## src/rtl/ccr_pkg.sv

```systemverilog
// Package with the types and constants of the calendar clock rollover unit.
package ccr_pkg;

  // Request kinds carried in tuser.
  typedef enum logic {
    ReqAdvance = 1'b0,
    ReqLoad    = 1'b1
  } req_kind_t;

  // Month numbers that the day rollover rules test against.
  localparam logic [3:0] MonthFeb = 4'd2;
  localparam logic [3:0] MonthMar = 4'd3;
  localparam logic [3:0] MonthApr = 4'd4;
  localparam logic [3:0] MonthJun = 4'd6;
  localparam logic [3:0] MonthSep = 4'd9;
  localparam logic [3:0] MonthNov = 4'd11;
  localparam logic [4:0] MonthsPerYear = 5'd12;

  // Carry limits.
  localparam logic [10:0] MsPerSec    = 11'd1000;
  localparam logic [10:0] MsTwoSec    = 11'd2000;
  localparam logic [6:0]  SecPerMin   = 7'd60;
  localparam logic [6:0]  MinPerHour  = 7'd60;
  localparam logic [5:0]  HourPerDay  = 6'd24;
  localparam logic [6:0]  DayLeapFeb  = 7'd29;
  localparam logic [6:0]  DayEndFeb   = 7'd30;
  localparam logic [6:0]  DayEndShort = 7'd31;
  localparam logic [6:0]  DayOverflow = 7'd32;

  // Stream payload widths.
  localparam int unsigned DataWidth = 56;

  // One request after unpacking.
  typedef struct packed {
    req_kind_t   kind;
    logic [9:0]  elapsed_ms;
    logic [5:0]  load_second;
    logic [5:0]  load_minute;
    logic [4:0]  load_hour;
    logic [4:0]  load_day;
    logic [3:0]  load_month;
    logic [15:0] load_year;
  } req_t;

  // Calendar time state; the day keeps six bits as the counter does.
  typedef struct packed {
    logic [9:0]  millis;
    logic [5:0]  second;
    logic [5:0]  minute;
    logic [4:0]  hour;
    logic [5:0]  day;
    logic [3:0]  month;
    logic [15:0] year;
  } time_t;

endpackage

```

## src/rtl/ccr_step.sv

```systemverilog
// Combinational next-time logic: load, or advance with the carry cascade.
module ccr_step (
  input  ccr_pkg::req_t  req,
  input  ccr_pkg::time_t cur,
  output ccr_pkg::time_t nxt
);
  import ccr_pkg::*;

  logic [10:0] ms_sum;
  logic        ms_c1;
  logic        ms_c2;
  logic [1:0]  sec_carry;
  logic [6:0]  sec_sum;
  logic        sec_wrap;
  logic [6:0]  min_sum;
  logic        min_wrap;
  logic [5:0]  hour_sum;
  logic        hour_wrap;
  logic [6:0]  day_sum;
  logic [4:0]  month_sum;
  logic        roll_feb;
  logic        roll_short;
  logic        roll_over;
  logic        year_wrap;
  time_t       adv;

  // Advance path: every field of the advanced time is built in this one block.
  always_comb begin
    // Millisecond accumulator: at most two whole seconds come out of one advance.
    ms_sum    = {1'b0, cur.millis} + {1'b0, req.elapsed_ms};
    ms_c2     = (ms_sum >= MsTwoSec);
    ms_c1     = (ms_sum >= MsPerSec);
    sec_carry = ms_c2 ? 2'd2 : (ms_c1 ? 2'd1 : 2'd0);
    if (ms_c2) begin
      adv.millis = 10'(ms_sum - MsTwoSec);
    end else if (ms_c1) begin
      adv.millis = 10'(ms_sum - MsPerSec);
    end else begin
      adv.millis = ms_sum[9:0];
    end

    // Seconds, minutes and hours each carry at most once.
    sec_sum    = {1'b0, cur.second} + {5'd0, sec_carry};
    sec_wrap   = ms_c1 && (sec_sum >= SecPerMin);
    adv.second = sec_wrap ? 6'(sec_sum - SecPerMin) : sec_sum[5:0];

    min_sum    = {1'b0, cur.minute} + {6'd0, sec_wrap};
    min_wrap   = sec_wrap && (min_sum >= MinPerHour);
    adv.minute = min_wrap ? 6'(min_sum - MinPerHour) : min_sum[5:0];

    hour_sum   = {1'b0, cur.hour} + {5'd0, min_wrap};
    hour_wrap  = min_wrap && (hour_sum >= HourPerDay);
    adv.hour   = hour_wrap ? 5'(hour_sum - HourPerDay) : hour_sum[4:0];

    // Day of month rollover against the month length table.
    day_sum    = {1'b0, cur.day} + 7'd1;
    month_sum  = {1'b0, cur.month} + 5'd1;
    roll_feb   = (cur.month == MonthFeb) &&
                 ((day_sum == DayEndFeb) ||
                  ((day_sum == DayLeapFeb) && (cur.year[1:0] != 2'd0)));
    roll_short = (day_sum == DayEndShort) &&
                 (cur.month inside {MonthApr, MonthJun, MonthSep, MonthNov});
    roll_over  = (day_sum >= DayOverflow);
    year_wrap  = hour_wrap && roll_over && (month_sum > MonthsPerYear);

    adv.day   = cur.day;
    adv.month = cur.month;
    adv.year  = cur.year;
    if (hour_wrap) begin
      if (roll_feb) begin
        adv.day   = 6'd1;
        adv.month = MonthMar;
      end else if (roll_short) begin
        adv.day   = 6'd1;
        adv.month = month_sum[3:0];
      end else if (roll_over) begin
        adv.day   = 6'd1;
        adv.month = (month_sum > MonthsPerYear) ? 4'd1 : month_sum[3:0];
      end else begin
        adv.day   = day_sum[5:0];
      end
    end
    if (year_wrap) begin
      adv.year = cur.year + 16'd1;
    end
  end

  // Load writes every field and clears the accumulator.
  always_comb begin
    case (req.kind)
      ReqLoad: begin
        nxt.millis = 10'd0;
        nxt.second = req.load_second;
        nxt.minute = req.load_minute;
        nxt.hour   = req.load_hour;
        nxt.day    = {1'b0, req.load_day};
        nxt.month  = req.load_month;
        nxt.year   = req.load_year;
      end
      default: begin
        nxt = adv;
      end
    endcase
  end

endmodule

```

## src/rtl/calendar_clock_rollover_unit.sv

```systemverilog
// Top level of the calendar clock rollover unit: request register, time state.
//
//  Channel | Direction | Transaction                 | tuser    | tdata (56 bits)
//  s_*     | in        | advance or load request     | req_type | elapsed/load fields
//  m_*     | out       | current time after request  | none     | millis .. year
//
//  Each request passes from input to output through the request register and then
//  through the carry cascade into the time registers, which drive m_tdata.
//  A new request is taken every cycle while the output side keeps up.
//  Reset is synchronous; it clears both valid flags and sets 00:00:00, day 1,
//  month 1, year 0.
//  A stalled output holds the time; the request register fills, then s_tready drops.
module calendar_clock_rollover_unit (
  input  logic                           clk,
  input  logic                           rst,
  input  logic                           s_tvalid,
  output logic                           s_tready,
  // Fields from bit 0: elapsed_ms[9:0], load_second[15:10], load_minute[21:16],
  // load_hour[26:22], load_day[31:27], load_month[35:32], load_year[51:36], zero fill.
  input  logic [ccr_pkg::DataWidth-1:0]  s_tdata,
  // Fields from bit 0: req_type.
  input  logic                           s_tuser,
  output logic                           m_tvalid,
  input  logic                           m_tready,
  // Fields from bit 0: millis[9:0], second[15:10], minute[21:16], hour[26:22],
  // day[31:27], month[35:32], year[51:36], zero fill.
  output logic [ccr_pkg::DataWidth-1:0]  m_tdata
);
  import ccr_pkg::*;

  logic  req_valid;
  req_t  req;
  logic  out_valid;
  time_t state;
  time_t state_next;
  req_t  req_in;
  logic  advance;

  // Unpack the incoming transaction.
  always_comb begin
    req_in.kind        = req_kind_t'(s_tuser);
    req_in.elapsed_ms  = s_tdata[9:0];
    req_in.load_second = s_tdata[15:10];
    req_in.load_minute = s_tdata[21:16];
    req_in.load_hour   = s_tdata[26:22];
    req_in.load_day    = s_tdata[31:27];
    req_in.load_month  = s_tdata[35:32];
    req_in.load_year   = s_tdata[51:36];
  end

  // The pipeline moves when the output is empty or being taken.
  assign advance  = !out_valid || m_tready;
  assign s_tready = !req_valid || advance;

  // Request register.
  always_ff @(posedge clk) begin
    if (rst) begin
      req_valid <= 1'b0;
    end else if (s_tvalid && s_tready) begin
      req_valid <= 1'b1;
    end else if (advance) begin
      req_valid <= 1'b0;
    end
  end

  always_ff @(posedge clk) begin
    if (s_tvalid && s_tready) begin
      req <= req_in;
    end
  end

  // Next time from the registered request.
  ccr_step u_step (
    .req (req),
    .cur (state),
    .nxt (state_next)
  );

  // Time state doubles as the output register.
  always_ff @(posedge clk) begin
    if (rst) begin
      out_valid    <= 1'b0;
      state.millis <= 10'd0;
      state.second <= 6'd0;
      state.minute <= 6'd0;
      state.hour   <= 5'd0;
      state.day    <= 6'd1;
      state.month  <= 4'd1;
      state.year   <= 16'd0;
    end else if (advance) begin
      out_valid <= req_valid;
      if (req_valid) begin
        state <= state_next;
      end
    end
  end

  // Pack the result transaction.
  assign m_tvalid = out_valid;
  assign m_tdata  = {4'd0, state.year, state.month, state.day[4:0], state.hour,
                     state.minute, state.second, state.millis};

endmodule

```

## config.mk

```make
export PLATFORM = sky130hd
export DESIGN_NAME = calendar_clock_rollover_unit
export DESIGN_NICKNAME = d
export VERILOG_FILES = /design/src/rtl/ccr_pkg.sv /design/src/rtl/ccr_step.sv /design/src/rtl/calendar_clock_rollover_unit.sv
export SDC_FILE = /design/constraint.sdc
export NUM_CORES = 1
export LEC_CHECK = 0
export ABC_CLOCK_PERIOD_IN_PS = 8400
export CAP_MARGIN = 20
export CORE_MARGIN = 5
export CORE_UTILIZATION = 30
export DETAILED_ROUTE_END_ITERATION = 10
export DONT_BUFFER_PORTS = 1
export GPL_TIMING_DRIVEN = 1
export PLACE_DENSITY = 0.55
export SYNTH_ARGS = -nofsm -noshare
export SYNTH_HDL_FRONTEND = slang
export SYNTH_SLANG_ARGS = --single-unit
```

## constraint.sdc

```tcl
create_clock -name clk -period 8.4 [get_ports clk]
set_input_delay 1.68 -clock clk [delete_from_list [all_inputs] [get_ports clk]]
set_output_delay 1.68 -clock clk [all_outputs]
set_load 0.05 [all_outputs]
```

==> impl_metrics.prom <==
# TYPE chip_impl_metric gauge
chip_impl_metric{name="crit_path_max_fanout",unit=""} 5
chip_impl_metric{name="wire_per_inst",unit="um"} 17.9
chip_impl_info{name="crit_slowest_cell",value="edfxtp_1"} 1
chip_impl_info{name="critPathLaunch",value="req[42]"} 1
chip_impl_info{name="result_of_the_run",value="complete, no violations"} 1
chip_impl_metric{name="final_cell_area",unit="um2"} 7830
chip_impl_metric{name="placed_cells",unit=""} 934
chip_impl_metric{name="grt_use_met1",unit=""} 0.189
chip_impl_metric{name="routed_via_density",unit=""} 5.06
chip_impl_metric{name="final_util",unit=""} 0.374
chip_impl_metric{name="io_buffer_count",unit=""} 0
chip_impl_metric{name="grt_overflow_total",unit=""} 0
chip_impl_metric{name="antenna_violating_nets_post_route",unit=""} 0
chip_impl_metric{name="setup_viol_count_final",unit=""} 0
chip_impl_metric{name="timing.slew.headroom",unit=""} 0.386
chip_impl_info{name="critical_path_endpoint_category",value="flip-flop"} 1
chip_impl_metric{name="globalplace.congestion",unit=""} 0.788
chip_impl_metric{name="grt_start_max_net_pins",unit=""} 59
chip_impl_metric{name="post_layout_nonfiller_instances",unit=""} 973
chip_impl_metric{name="dieArea",unit="um2"} 24300
chip_impl_metric{name="cts.sink_count",unit=""} 108
chip_impl_metric{name="place_worst_setup_slack",unit="ns"} -0.299
chip_impl_metric{name="fmax",unit="MHz"} 121
chip_impl_info{name="hold_class",value="reg -> reg"} 1
chip_impl_metric{name="post-route-period-util",unit=""} 0.982
chip_impl_metric{name="synth_enable_flop_cells",unit=""} 53
chip_impl_metric{name="max_cap_viol_count",unit=""} 0
chip_impl_metric{name="hpwlAfterDp",unit="um"} 11900
chip_impl_metric{name="crit_path_max_incr_delay",unit="ns"} 0.44
chip_impl_info{name="timing.critical_path.mode_cell",value="ha_4"} 1
chip_impl_metric{name="tightestPinTransition",unit="ns"} 0.920
chip_impl_metric{name="cts_buffer_depth",unit=""} 2
chip_impl_metric{name="final_net_count",unit=""} 790
chip_impl_info{name="timing.rr.start",value="req[42]"} 1
chip_impl_info{name="cts_root_buf",value="clkbuf_16"} 1
chip_impl_metric{name="die_x",unit="um"} 156
chip_impl_metric{name="fin_tns_setup",unit="ns"} 0
chip_impl_info{name="holdCritStartpoint",value="req[9]"} 1
chip_impl_metric{name="seq_area_frac_synth",unit=""} 0.422
chip_impl_metric{name="worst_path_setup_slack_after_routing",unit="ns"} 0.151
chip_impl_metric{name="maxSlewViolCount",unit=""} 0
chip_impl_metric{name="cts_inserted_buffers",unit=""} 9
chip_impl_metric{name="crit_path_buffers_inverters",unit=""} 3
chip_impl_metric{name="mappedNetlistArea",unit="um2"} 6380
chip_impl_metric{name="place_area",unit="um2"} 6900
chip_impl_metric{name="rrSetupSlack",unit="ns"} 0.15
chip_impl_info{name="synth-main-ff-cell",value="dfxtp_1"} 1
chip_impl_info{name="criticalPathCategory",value="reg -> reg"} 1
chip_impl_metric{name="worst-endpoint-required",unit="ns"} 8.66
chip_impl_metric{name="grt_pass1_vias",unit=""} 4997
chip_impl_metric{name="drc",unit=""} 0
chip_impl_metric{name="groute.usage.overall",unit=""} 0.144
chip_impl_metric{name="groute.layer.met3.usage",unit=""} 0.0411
chip_impl_metric{name="synthDistinctLibCells",unit=""} 72
chip_impl_metric{name="grt.met2_usage",unit=""} 0.235
chip_impl_metric{name="cts_hold_buffers",unit=""} 0
chip_impl_metric{name="hold_ws",unit="ns"} 0.476
chip_impl_info{name="grt-busiest-layer",value="met2"} 1
chip_impl_metric{name="top_level_ports",unit=""} 119
chip_impl_metric{name="fp-row-count",unit=""} 53
chip_impl_metric{name="fin_worst_skew",unit="ns"} 0.0101
chip_impl_metric{name="crit_arrival",unit="ns"} 8.51
chip_impl_info{name="critPathTopFamily",value="compound AO/OA/AOI/OAI gates"} 1
chip_impl_metric{name="detail_route.iter0.violations",unit=""} 230
chip_impl_metric{name="ys_ff_latch",unit=""} 108
chip_impl_metric{name="die_h",unit="um"} 156
chip_impl_metric{name="ys_async_sr_fraction",unit=""} 0
chip_impl_info{name="cts_tree",value="yes"} 1
chip_impl_metric{name="synth_cells",unit=""} 669
chip_impl_metric{name="vdd_ir_drop_max",unit="V"} 0.0000818
chip_impl_info{name="timing.critical_path.from_type",value="flip-flop"} 1
chip_impl_metric{name="antenna_cells_inserted",unit=""} 0
chip_impl_metric{name="final.min_clock_period",unit="ns"} 8.25
chip_impl_metric{name="drive_gt1_frac",unit=""} 0.277
chip_impl_metric{name="clkLatencyLatePin",unit="ns"} 0.35
chip_impl_metric{name="total_chip_power",unit="mW"} 1.27
chip_impl_metric{name="antenna_found_initial",unit=""} 0
chip_impl_metric{name="power-per-cell-area",unit="nW/um2"} 163
chip_impl_metric{name="firstDrtPassIters",unit=""} 4
chip_impl_metric{name="final_hold_viol_count",unit=""} 0
chip_impl_metric{name="htree_levels",unit=""} 3
chip_impl_metric{name="worst_setup_hold_path_clk_slew",unit="ns"} 0.07
chip_impl_info{name="rsz0062_at_grt",value="yes"} 1
chip_impl_metric{name="coreArea",unit="um2"} 21000
chip_impl_metric{name="areaGrowthSynthToFinish",unit="%"} 22.7
chip_impl_metric{name="vias",unit=""} 4922
chip_impl_metric{name="floorplan.initialDensity",unit=""} 0.305
chip_impl_metric{name="avgSynthCellArea",unit="um2"} 9.54
chip_impl_metric{name="global_route_wire_length_before_repair",unit="um"} 27700
chip_impl_metric{name="drt-total-wl",unit="um"} 17400
chip_impl_metric{name="synth.yosys.warnings",unit=""} 0
chip_impl_metric{name="p_leak",unit="nW"} 2.85
==> placed cells by master (no fill, tap or decap), drive strengths merged, types with 13 or more instances in the layout <==
master | Yosys | routed
a21oi | 44 | 44
a211oi | 22 | 22
nor2 | 53 | 53
edfxtp | 53 | 53
buf | 66 | 91
nand2 | 55 | 55
ha | 34 | 34
dfxtp | 55 | 55
nor3 | 13 | 13
nand3 | 24 | 24
o21ai | 20 | 21
xnor2 | 14 | 14
o211ai | 17 | 17
inv | 26 | 26
==> report_power, final <==
| group | internal, mW | switching (mW) | total [mW] |
|---|---|---|---|
| Combinational | 0.0885 | 0.113 | 0.202 |
| Sequential | 0.582 | 0.0625 | 0.644 |
| Clock | 0.230 | 0.197 | 0.427 |
==> repair_timing <==
item | in CTS | in global routing
pin swaps | 15 | 22
cloned | 2 | 1
endpoints found under the hold margin | 0 | 0
endpoints found under the setup margin | 24 | 28
buffers inserted | 13 | 8
gates resized for setup | 36 | 47
==> per-layer routing <==
metal	part of all wire	routed length [um]	vias up
met4	0.014	239	0
met1	0.45	7870	2363
met2	0.48	8310	99
met3	0.055	948	15
met5	0	0	-
li1	-	-	2445
==> kinds of logic (layout without fill, tap and decap cells) <==
kind of cell               count (synthesis)  in the layout  share of synthesized area
adders and majority gates                 36             36                     0.0729
and+or+nand+nor                          211            211                      0.165
AOI/OAI and AO/OA                        168            169                      0.189
DFF                                      108            108                      0.422
buffers and inverters                    108            133                     0.0969
muxes                                     13             13                     0.0206
other                                      1              4                   0.000588
xor gates and xnor gates                  24             24                     0.0329
==> state kept, by name (all words and copies together) (netlist names) <==
signal / flops
req: 53
m_tdata: 52
m_tvalid: 1
req_valid: 1
state: 1
==> synth_stat cells (all sizes together), types with 2 or more instances <==
master / number / area (um2)
or4b: 2 / 20.0
o211ai: 17 / 128
nor2b: 8 / 50.1
ha: 34 / 425
edfxtp: 53 / 1590
nand4b: 2 / 17.5
buf: 66 / 460
nand2b: 8 / 50.1
nor3b: 5 / 37.5
o21a: 5 / 37.5
nor2: 53 / 199
nand4: 3 / 18.8
or4: 3 / 22.5
nor3: 13 / 65.1
fa: 2 / 40.0
nand3: 24 / 133
and2: 7 / 43.8
a211o: 3 / 26.3
o311ai: 12 / 113
clkbuf: 16 / 60.1
a21o: 5 / 37.5
xnor2: 14 / 123
o21ai: 20 / 100
or2: 3 / 18.8
a32o: 3 / 30.0
o2111ai: 3 / 26.3
inv: 26 / 97.6
nor4: 3 / 18.8
a31oi: 6 / 37.5
nand2: 55 / 206
a21oi: 44 / 224
a211oi: 22 / 183
or3b: 2 / 20.0
and3b: 2 / 17.5
or3: 4 / 25.0
dfxtp: 55 / 1100
o32ai: 2 / 17.5
a221oi: 6 / 52.6
xor2: 10 / 87.6
a22o: 5 / 43.8
mux2i: 12 / 120
and3: 12 / 75.1
==> final timing paths <==
path	to	cells past startpoint
max	m_tdata[42]	43
min	m_tdata[45]	2
max reg2reg	m_tdata[42]	43
min reg2reg	m_tdata[45]	2
==> layout make-up <==
class                           instances  area, um2
Fill cell                            2128      13100
Multi-Input combinational cell        457       3660
Sequential cell                       108       2700
Timing Repair Buffer                   91        746
Tap cell                              275        344
Clock buffer                           11        233
Inverter                               26       97.6
Clock inverter                          5       52.6
==> worst reg2reg max path, delay by kind of cell (launching register included) <==
kind                     cells  cell delay, ns
AO/OA/AOI/OAI               15            2.73
AND/OR/NAND/NOR             13            2.29
adder cells (fa/ha/maj)      8            1.52
XOR/XNOR                     3            0.55
flip-flops                   1            0.44
buffers and inverters        3            0.43
multiplexers                 1            0.19
No activity file was read; power rests on OpenSTA's default activity.
